### config.mk
export PLATFORM = sky130hd
export DESIGN_NAME = point_in_polygon_test_unit
export DESIGN_NICKNAME = d
export VERILOG_FILES = /design/src/rtl/pip_pkg.sv /design/src/rtl/pip_ctrl.sv /design/src/rtl/pip_datapath.sv /design/src/rtl/point_in_polygon_test_unit.sv
export SDC_FILE = /design/constraint.sdc
export NUM_CORES = 2
export LEC_CHECK = 0
export ABC_AREA = 1
export BUFFER_PORTS_ARGS = -buffer_cell sky130_fd_sc_hd__buf_2
export CORE_ASPECT_RATIO = 0.75
export CORE_UTILIZATION = 60
export DETAILED_ROUTE_END_ITERATION = 16
export PLACE_DENSITY = 0.73
export SLEW_MARGIN = 15
export SYNTH_ARGS = -nofsm -noshare
export SYNTH_HDL_FRONTEND = slang
export SYNTH_SLANG_ARGS = --single-unit
### constraint.sdc
create_clock -name clock -period 6.3 [get_ports clock]
set_clock_uncertainty 0.15 [all_clocks]
set_input_delay 1.26 -clock clock [delete_from_list [all_inputs] [get_ports clock]]
set_output_delay 1.26 -clock clock [all_outputs]
set_load 0.05 [all_outputs]
### src/rtl/pip_pkg.sv
`default_nettype none

package pip_pkg;

   localparam int MAX_VERTICES_DEF = 16;
   localparam int COORD_BITS_DEF   = 16;
   localparam int VCOUNT_BITS      = 5;
   localparam int INDEX_BITS       = 4;

   localparam logic ACTION_WRITE = 1'b0;
   localparam logic ACTION_QUERY = 1'b1;

   typedef struct packed {
      logic wr_en;
      logic load_point;
      logic rd_en;
      logic rd_edge;
      logic load_rsp;
   } cmd_type;

endpackage

`default_nettype wire

### src/rtl/pip_ctrl.sv
`default_nettype none

module pip_ctrl #(
   parameter int MAX_VERTICES = pip_pkg::MAX_VERTICES_DEF
) (
   input  wire logic                             clock,
   input  wire logic                             reset,
   input  wire logic                             req_valid,
   input  wire logic                             req_action,
   output logic                                  req_ready,
   input  wire logic                             csr_wr_en,
   input  wire logic [pip_pkg::VCOUNT_BITS-1:0]  csr_wr_data,
   input  wire logic                             rsp_ready,
   output logic                                  rsp_valid,
   input  wire logic                             pipe_busy,
   output pip_pkg::cmd_type                      cmd,
   output logic [$clog2(MAX_VERTICES)-1:0]       rd_addr
);

   localparam int AW = $clog2(MAX_VERTICES);
   localparam int CW = $clog2(MAX_VERTICES + 1);

   typedef enum logic [4:0] {
      ST_IDLE   = 5'b00001,
      ST_PRIME  = 5'b00010,
      ST_WALK   = 5'b00100,
      ST_DRAIN  = 5'b01000,
      ST_FINISH = 5'b10000
   } state_type;

   state_type                        state_ff, state_in;
   logic [pip_pkg::VCOUNT_BITS-1:0]  vcount_ff, vcount_in;
   logic [CW-1:0]                    n_ff, n_in;
   logic [AW-1:0]                    idx_ff, idx_in;
   logic                             rsp_valid_ff, rsp_valid_in;
   logic [CW-1:0]                    n_sat;
   logic [CW-1:0]                    last;
   logic                             accept;

   assign req_ready = (state_ff == ST_IDLE);
   assign rsp_valid = rsp_valid_ff;
   assign accept    = req_valid & req_ready;
   assign last      = n_ff - CW'(1);

   always_comb begin
      n_sat = (int'(vcount_ff) > MAX_VERTICES) ? CW'(MAX_VERTICES) : CW'(vcount_ff);
   end

   always_comb begin
      cmd.wr_en      = accept & (req_action == pip_pkg::ACTION_WRITE);
      cmd.load_point = accept & (req_action == pip_pkg::ACTION_QUERY);
      cmd.rd_en      = (state_ff == ST_PRIME) | (state_ff == ST_WALK);
      cmd.rd_edge    = (state_ff == ST_WALK);
      cmd.load_rsp   = (state_ff == ST_FINISH) & (~rsp_valid_ff | rsp_ready);
      rd_addr        = (state_ff == ST_PRIME) ? last[AW-1:0] : idx_ff;
   end

   always_comb begin
      state_in     = state_ff;
      n_in         = n_ff;
      idx_in       = idx_ff;
      vcount_in    = csr_wr_en ? csr_wr_data : vcount_ff;
      rsp_valid_in = rsp_valid_ff;
      if (cmd.load_rsp) begin
         rsp_valid_in = 1'b1;
      end else if (rsp_ready) begin
         rsp_valid_in = 1'b0;
      end
      unique case (state_ff)
         ST_IDLE: begin
            if (cmd.load_point) begin
               n_in   = n_sat;
               idx_in = '0;
               if (n_sat == '0) begin
                  state_in = ST_FINISH;
               end else begin
                  state_in = ST_PRIME;
               end
            end
         end
         ST_PRIME: begin
            state_in = ST_WALK;
         end
         ST_WALK: begin
            if (CW'(idx_ff) == last) begin
               state_in = ST_DRAIN;
            end else begin
               idx_in = idx_ff + AW'(1);
            end
         end
         ST_DRAIN: begin
            if (!pipe_busy) begin
               state_in = ST_FINISH;
            end
         end
         ST_FINISH: begin
            if (cmd.load_rsp) begin
               state_in = ST_IDLE;
            end
         end
         default: begin
            state_in = ST_IDLE;
         end
      endcase
   end

   always_ff @(posedge clock) begin
      if (reset) begin
         state_ff     <= ST_IDLE;
         vcount_ff    <= '0;
         n_ff         <= '0;
         idx_ff       <= '0;
         rsp_valid_ff <= 1'b0;
      end else begin
         state_ff     <= state_in;
         vcount_ff    <= vcount_in;
         n_ff         <= n_in;
         idx_ff       <= idx_in;
         rsp_valid_ff <= rsp_valid_in;
      end
   end

endmodule

`default_nettype wire

### src/rtl/pip_datapath.sv
`default_nettype none

module pip_datapath #(
   parameter int MAX_VERTICES = pip_pkg::MAX_VERTICES_DEF,
   parameter int COORD_BITS   = pip_pkg::COORD_BITS_DEF
) (
   input  wire logic                                 clock,
   input  wire logic                                 reset,
   input  wire pip_pkg::cmd_type                     cmd,
   input  wire logic [$clog2(MAX_VERTICES)-1:0]      rd_addr,
   input  wire logic [pip_pkg::INDEX_BITS-1:0]       vertex_index,
   input  wire logic signed [COORD_BITS-1:0]         coord_x,
   input  wire logic signed [COORD_BITS-1:0]         coord_y,
   output logic                                      pipe_busy,
   output logic                                      inside_res
);

   localparam int AW = $clog2(MAX_VERTICES);
   localparam int IW = (AW > pip_pkg::INDEX_BITS) ? AW : pip_pkg::INDEX_BITS;
   localparam int D  = COORD_BITS + 1;
   localparam int P  = 2 * D;

   logic signed [COORD_BITS-1:0] mem_x [MAX_VERTICES];
   logic signed [COORD_BITS-1:0] mem_y [MAX_VERTICES];

   logic [IW-1:0]                wr_idx_wide;
   logic [AW-1:0]                wr_addr;
   logic                         wr_in_range;

   logic signed [COORD_BITS-1:0] px_ff, py_ff;
   logic signed [COORD_BITS-1:0] rd_x_ff, rd_y_ff;
   logic signed [COORD_BITS-1:0] prev_x_ff, prev_y_ff;
   logic                         rd_vld_ff, rd_edge_ff;

   logic                         a_vld_ff, a_vld_in;
   logic signed [D-1:0]          a_dxp_ff, a_dxe_ff, a_dy_ff, a_dpy_ff;

   logic                         b_vld_ff;
   logic signed [D-1:0]          b_dxp_ff, b_dxe_ff, b_ady_ff, b_ry_ff;

   logic                         c_vld_ff;
   logic signed [P-1:0]          c_lhs_ff, c_rhs_ff;

   logic                         parity_ff, parity_in;
   logic                         res_ff;
   logic                         straddle;

   assign wr_idx_wide = IW'(vertex_index);
   assign wr_addr     = wr_idx_wide[AW-1:0];
   assign wr_in_range = int'(vertex_index) < MAX_VERTICES;

   assign straddle  = (rd_y_ff > py_ff) != (prev_y_ff > py_ff);
   assign a_vld_in  = rd_vld_ff & rd_edge_ff & straddle;
   assign pipe_busy = rd_vld_ff | a_vld_ff | b_vld_ff | c_vld_ff;
   assign inside_res = res_ff;

   always_comb begin
      parity_in = parity_ff;
      if (cmd.load_point) begin
         parity_in = 1'b0;
      end else if (c_vld_ff && (c_lhs_ff < c_rhs_ff)) begin
         parity_in = ~parity_ff;
      end
   end

   always_ff @(posedge clock) begin
      if (cmd.wr_en && wr_in_range) begin
         mem_x[wr_addr] <= coord_x;
         mem_y[wr_addr] <= coord_y;
      end
      if (cmd.rd_en) begin
         rd_x_ff <= mem_x[rd_addr];
         rd_y_ff <= mem_y[rd_addr];
      end
   end

   always_ff @(posedge clock) begin
      if (reset) begin
         rd_vld_ff  <= 1'b0;
         rd_edge_ff <= 1'b0;
         a_vld_ff   <= 1'b0;
         b_vld_ff   <= 1'b0;
         c_vld_ff   <= 1'b0;
         parity_ff  <= 1'b0;
      end else begin
         rd_vld_ff  <= cmd.rd_en;
         rd_edge_ff <= cmd.rd_edge;
         a_vld_ff   <= a_vld_in;
         b_vld_ff   <= a_vld_ff;
         c_vld_ff   <= b_vld_ff;
         parity_ff  <= parity_in;
      end
   end

   always_ff @(posedge clock) begin
      if (cmd.load_point) begin
         px_ff <= coord_x;
         py_ff <= coord_y;
      end
      if (rd_vld_ff) begin
         prev_x_ff <= rd_x_ff;
         prev_y_ff <= rd_y_ff;
      end
      a_dxp_ff <= D'(px_ff) - D'(rd_x_ff);
      a_dxe_ff <= D'(prev_x_ff) - D'(rd_x_ff);
      a_dy_ff  <= D'(prev_y_ff) - D'(rd_y_ff);
      a_dpy_ff <= D'(py_ff) - D'(rd_y_ff);
      b_dxp_ff <= a_dxp_ff;
      b_dxe_ff <= a_dxe_ff;
      b_ady_ff <= a_dy_ff[D-1] ? -a_dy_ff : a_dy_ff;
      b_ry_ff  <= a_dy_ff[D-1] ? -a_dpy_ff : a_dpy_ff;
      c_lhs_ff <= P'(b_dxp_ff) * P'(b_ady_ff);
      c_rhs_ff <= P'(b_dxe_ff) * P'(b_ry_ff);
      if (cmd.load_rsp) begin
         res_ff <= parity_ff;
      end
   end

endmodule

`default_nettype wire

### src/rtl/point_in_polygon_test_unit.sv
// Vertex write: the block stays idle and is ready again in the next cycle.
// Query over n vertices in use: one edge per cycle through the single table read port;
// the result then waits for the edge pipeline to drain, which takes longer when a straddling
// edge is still in the later pipeline stages. Empty polygon: no table read. A stalled earlier result
// adds its wait. One query in flight; the next item is taken once the result is loaded.
// Synchronous active-high reset clears control state and vertex_count; tables undefined.
`default_nettype none

module point_in_polygon_test_unit #(
   parameter int MAX_VERTICES = pip_pkg::MAX_VERTICES_DEF,
   parameter int COORD_BITS   = pip_pkg::COORD_BITS_DEF
) (
   input  wire logic                                clock,
   input  wire logic                                reset,
   input  wire logic                                req_valid,
   output logic                                     req_ready,
   input  wire logic                                req_action,
   input  wire logic [pip_pkg::INDEX_BITS-1:0]      req_vertex_index,
   input  wire logic signed [COORD_BITS-1:0]        req_coord_x,
   input  wire logic signed [COORD_BITS-1:0]        req_coord_y,
   output logic                                     rsp_valid,
   input  wire logic                                rsp_ready,
   output logic                                     rsp_inside_res,
   input  wire logic                                csr_wr_en,
   input  wire logic [pip_pkg::VCOUNT_BITS-1:0]     csr_wr_data
);

   pip_pkg::cmd_type                  cmd;
   logic [$clog2(MAX_VERTICES)-1:0]   rd_addr;
   logic                              pipe_busy;

   pip_ctrl #(
      .MAX_VERTICES (MAX_VERTICES)
   ) u_ctrl (
      .clock       (clock),
      .reset       (reset),
      .req_valid   (req_valid),
      .req_action  (req_action),
      .req_ready   (req_ready),
      .csr_wr_en   (csr_wr_en),
      .csr_wr_data (csr_wr_data),
      .rsp_ready   (rsp_ready),
      .rsp_valid   (rsp_valid),
      .pipe_busy   (pipe_busy),
      .cmd         (cmd),
      .rd_addr     (rd_addr)
   );

   pip_datapath #(
      .MAX_VERTICES (MAX_VERTICES),
      .COORD_BITS   (COORD_BITS)
   ) u_datapath (
      .clock        (clock),
      .reset        (reset),
      .cmd          (cmd),
      .rd_addr      (rd_addr),
      .vertex_index (req_vertex_index),
      .coord_x      (req_coord_x),
      .coord_y      (req_coord_y),
      .pipe_busy    (pipe_busy),
      .inside_res   (rsp_inside_res)
   );

endmodule

`default_nettype wire

### Word-level counts from Yosys, hierarchy flattened

Memory sizes are Yosys's and may differ from the RTL's. A register that Yosys moved wholly into a read port is not among the register bits.
Index checks and enable logic that the tools add are counted.

| storage, ports and cells | value |
|---|---|
| memory bits (writable) | 512 |
| output and inout port bits | 3 |
| bits in registers | 295 |
| memories kept | 2 |

Memories:

| memory | words | bits a word | read ports | clocked after Yosys merged registers in | wr ports | RTL line | RTL |
|---|---|---|---|---|---|---|---|
| u_datapath.mem_x | 16 | 16 | 1 | 1 | 1 | pip_datapath.sv:23 | `logic signed [COORD_BITS-1:0] mem_x [MAX_VERTICES];` |
| u_datapath.mem_y | 16 | 16 | 1 | 1 | 1 | pip_datapath.sv:24 | `logic signed [COORD_BITS-1:0] mem_y [MAX_VERTICES];` |

| cells by class | value |
|---|---|
| $add $sub $neg | 8 |
| $mul | 2 |
| reduce and logical (&&, ||, !) cells | 8 |
| bitwise logic cells | 14 |
| mux-type cells | 17 |
| equal/unequal tests | 12 |
| $lt $le $gt $ge | 4 |

Operator list:

| kind | number |
|---|---|
| multiplier 17 x 17 -> 34 bit | 2 |
| subtractor 16 x 16 -> 17 bit | 4 |
| < comparator 34 bit | 1 |
| negation 17 bit | 2 |
| greater-than comparator 16 bit | 2 |
| 2-to-1 mux 5 bit | 6 |
| case mux 5 bit (5 select lines) | 1 |
| 2-to-1 mux 17 bit | 1 |
| 2-to-1 mux 16 bit | 1 |
| 2-to-1 mux 4 bit | 3 |
| inequality test 2 bit (second input constant) | 5 |
| case mux 4 bit (2 select lines) | 1 |
| bitwise AND 1 bit | 6 |
| == test 4 x 5 -> 1 bit | 1 |
| == test 5 x 1 -> 1 bit (second input constant) | 1 |
| == test 5 x 2 -> 1 bit (second input constant) | 1 |
| == test 5 x 3 -> 1 bit (second input constant) | 1 |
| == test 5 x 4 -> 1 bit (second input constant) | 1 |
| == test 5 bit (second input constant) | 1 |
| greater-than comparator 5 bit (second input constant) | 1 |
| logical NOT 5 bit | 1 |
| bitwise OR 1 bit | 5 |
| subtractor 5 x 1 -> 5 bit (second input constant) | 1 |
| adder 4 x 1 -> 4 bit (second input constant) | 1 |
| other kinds (9) | 15 |

### Depth between registers and ports, before layout

| logic depth | value |
|---|---|
| word-level depth | 6 |
| mapped depth | 28 |
| gate-level depth less buffers | 26 |

### Hierarchy

From an unflattened synthesis, not the netlist that was laid out.

| second synthesis, totals | value |
|---|---|
| cells, all modules | 5519 |
| area total of the unflattened synthesis | 56372.8 um^2 |

Modules (own cells, without submodules):

| module | cells an instance | times used | area an instance (um^2) | sequential area each (um^2) |
|---|---|---|---|---|
| pip_datapath | 5344 | 1 | 55248.0 | 22491.6 |
| pip_ctrl | 175 | 1 | 1124.8 | 400.4 |

### Least setup slack after synthesis

Ideal clock, no wire load.

| timing | value |
|---|---|
| kind | register to register |
| from | register u_datapath.b_dxp_ff[16] |
| to | register u_datapath.c_lhs_ff[31] |
| arrival | 5.527 ns |
| path buffers | 2 |
| clock period less this slack | 5.803 ns |
| cell stages (with the launch flop) | 20 |
| setup time | 0.127 ns |
| data required time | 6.023 ns |
| setup slack | 0.497 ns |
| cells stage by stage | dfxtp_1 > clkbuf_1 > clkbuf_1 > nand2_1 > inv_1 > fa_1 > fa_1 > inv_1 > fa_1 > fa_1 > fa_1 > fa_1 > inv_1 > ha_1 > a21oi_1 > a21boi_0 > o21ai_0 > a21oi_1 > o21ai_0 > xor2_1 |

| between the ends | value |
|---|---|
| longest elaborated chain between the ends | 1 |

Ends and longest elaborated chain:

| what | RTL line | RTL |
|---|---|---|
| start, declared | pip_datapath.sv:39 | `logic signed [D-1:0] b_dxp_ff, b_dxe_ff, b_ady_ff, b_ry_ff;` |
| start signal, assigned | pip_datapath.sv:108 | `b_dxp_ff <= a_dxp_ff;` |
| multiplier 17 x 17 -> 34 bit | pip_datapath.sv:112 | `c_lhs_ff <= P'(b_dxp_ff) * P'(b_ady_ff);` |
| end signal, assigned | pip_datapath.sv:112 |  |
| end, declared | pip_datapath.sv:42 | `logic signed [P-1:0] c_lhs_ff, c_rhs_ff;` |

Every way passes these cells.
A chain may end at the register's enable or synchronous reset.

### Worst setup path in the final report

| timing | value |
|---|---|
| from | register u_datapath.b_ry_ff[8] |
| to | register u_datapath.c_rhs_ff[32] |

| between the ends | value |
|---|---|
| longest elaborated chain between the ends | 1 |

Ends and longest elaborated chain:

| what | RTL line | RTL |
|---|---|---|
| start, declared | pip_datapath.sv:39 |  |
| start signal, assigned | pip_datapath.sv:111 | `b_ry_ff <= a_dy_ff[D-1] ? -a_dpy_ff : a_dpy_ff;` |
| multiplier 17 x 17 -> 34 bit | pip_datapath.sv:113 | `c_rhs_ff <= P'(b_dxe_ff) * P'(b_ry_ff);` |
| end signal, assigned | pip_datapath.sv:113 |  |
| end, declared | pip_datapath.sv:42 |  |

Every way passes these cells.

==> results.yml <==
synthesis:
  synth_seq_cells: 839
  synth_nets: 6472
  postSynth.asyncResetShare: 0
  synthTopCellsByArea: "edfxtp_1 (33%), fa_1 (21%), dfxtp_1 (8.3%)"
  synth_top_cell_area_share: 0.329
  synth_ff_type: "edfxtp_1"
  synth_top_family_by_area: "adder cells"
  syn_area_sq_um: 55600
  yosys.area_share.simple: 0.103
  synth_top_area_cell: "edfxtp_1"
  synth_compound_area_frac: 0.0806
  synthesis.instances: 5541
  synth_common_cells: "inv_1 (1,197), nand2_1 (871), edfxtp_1 (609)"
  synth.avg_cell_area_sq_um: 10.0
  synth.most_common_cell: "inv_1"
  ys_warn_count: 0
  synth_edf_count: 609
  synth_xor_area_frac: 0.0258
  yosys.area_share.adder: 0.279
  ys_seq_area_frac: 0.411
  synth_mux_area_frac: 0
  synth_cell_types: 54
worst_hold_path:
  hp-start: "u_datapath.a_dxp_ff[0]"
  holdCritPathClass: "reg -> reg"
drt:
  wl_met1_mm: 59.2
  vias_per_cell: 5.53
  remaining_drc_errors: 0
  drt_iter0_drc: 3475
  top_layer: "met5"
  drt_pre_antenna_iters: 6
  final_antenna_net_count: 0
  wl_met3_mm: 10.5
  met2RoutedLength_mm: 59.6
  wl_per_cell_um: 19.4
  dr_total_vias: 37727
  wl_mm: 133
timing:
  fmax_ghz: 0.165
  setup_viol: 0
  setup_slack_ns: 0.247
  fin_crit_sh: 0.961
  tns_ns: 0
  worst_slew_pin_slew_ns: 1.11
  slew_viol_final: 0
  rsz0062_at_grt: "false"
  slew_headroom: 0.258
  hold_violations: 0
  post-route-min-period_ns: 6.05
cells_and_area:
  finalInstanceArea_sq_um: 59900
  ff_latch_area_sq_um: 22900
  fillCellCount: 7073
  postLayoutCoreUtil: 0.653
  multi_input_area_sq_um: 27400
  drive_above_1_share: 0.0575
  area_growth_pct: 7.62
  nets: 6466
clock_tree:
  h-tree-depth: 3
  clockBufferDepth: 3
  cts_tree: "done"
  clkTransAtPathRegs_ns: 0.07
  cts.sinks: 839
  cts_root_buf: "clkbuf_16"
  clk_latency_ns: 0.66
  post_cts_buffers: 0
  numCtsBuffers: 77
floorplan:
  rows: 96
  core_sq_um: 91600
  die_h_um: 266
  fp.dieW_um: 354
  boundaryPins: 50
  dieArea_sq_um: 94000
  start_util: 0.607
worst_setup_path:
  startpoint_type: "flop"
  path_class: "reg -> reg"
  crit_top_cell: "inv_1"
  cp.arrival_ns: 6.41
  path_cells: "nand2_1 -> inv_1 -> fa_1 -> fa_1 -> inv_1 -> fa_1 -> inv_1 -> fa_1 -> inv_1 -> fa_1 -> inv_1 -> fa_1 -> ha_1 -> inv_1 -> nor3_1 -> inv_1 -> o221a_2 -> nand3_1 -> nand2_1"
  r2r-start: "u_datapath.b_ry_ff[8]"
  critPathMaxFanout: 13
  worstPathRequired_ns: 6.66
  cp-startpoint: "u_datapath.b_ry_ff[8]"
  end_kind: "flop"
  crit_path_top_delay_cell: "dfxtp_1"
  max_stage_delay_ns: 0.74
outcome:
  outcome: "complete, no violations"
global_route:
  antenna_found_initial: 2
  grt_pass1_wl_mm: 211
  grt_max_degree: 193
  grt_overflow: 0
  grt_usage: 0.287
  grt_pass1_vias: 37878
placed_design:
  place.gp.congestion: 0.964
  port_buffers: 49
  place_area_sq_um: 57400
  dp_slack_ns: 0.268
  place_hpwl_mm: 95.9
run:
  drv_cap: 0
## cells by family after synthesis
logic type | count (synthesis)
AO/OA/AOI/OAI | 764
XOR/XNOR | 164
adder cells (fa/ha/maj) | 884
buffers and inverters | 1444
flip-flops | 839
AND/OR/NAND/NOR | 1446
## layer usage
metal  up-vias  track usage
li1      17473            -
met1     18482        0.427
met2      1559        0.445
met3       211       0.0399
met4         2       0.0786
met5         -            0
## metrics by stage
stage          hold slack (ns)  instances
3_5_place_dp             0.162       6681
6_report                 0.172       6824
3_3_place_gp             0.160       6681
2_1_floorplan            0.160       5541
4_1_cts                  0.172       6823
5_1_grt                  0.179       6823
## cell usage in the layout, fill, tap and decap left out, drive strengths merged, types with 35 or more instances in the layout
| cell | n |
|---|---|
| xnor2 | 61 |
| xor2 | 103 |
| clkbuf | 103 |
| nand2 | 873 |
| o21ai | 378 |
| buf | 158 |
| o211ai | 61 |
| a21oi | 151 |
| dfxtp | 230 |
| edfxtp | 609 |
| inv | 1203 |
| nor2 | 395 |
| ha | 288 |
| clkinv | 35 |
| o221ai | 72 |
| nand3 | 102 |
| fa | 596 |
## state kept, by name, summed over array words and instances, names as in the netlist, 34 cells and up
name,count
u_datapath.c_rhs_ff,34
u_datapath.c_lhs_ff,34
u_datapath.mem_y,256
u_datapath.mem_x,256
## path summary, 6_finish.rpt
kind,slack (ns),to,cells after the start
worst max-delay path,0.25,u_datapath.c_rhs_ff[32],19
worst min-delay path,0.17,u_datapath.b_dxp_ff[0],0
worst max register to register,0.25,u_datapath.c_rhs_ff[32],19
worst min register to register,0.17,u_datapath.b_dxp_ff[0],0
## worst max-delay path: cells and delay by family, from the launching register on
kind,cells,cell delay [ns]
fa+ha+maj,7,3.45
flops,1,0.74
simple gates,4,0.71
buf+inv,7,0.60
compound gates,1,0.30
## cell type report
type,instances,area share
inverters,1201,0.0754
repair buffers,158,0.0186
well taps,1225,0.0256
diodes,1,0.0000418
clock buffers,103,0.0355
multi-input cells,3258,0.457
clock inverters,39,0.00556
flip-flops and latches,839,0.383
## timing repair
action                     in CTS  in global routing
hold endpoints to repair        0                  0
hold buffers                    0                  0
resized for setup               0                 14
setup endpoints to repair       0                  6
Power is not shown: default switching activity piles up to over one toggle a cycle in this logic, so the estimate is an artifact.
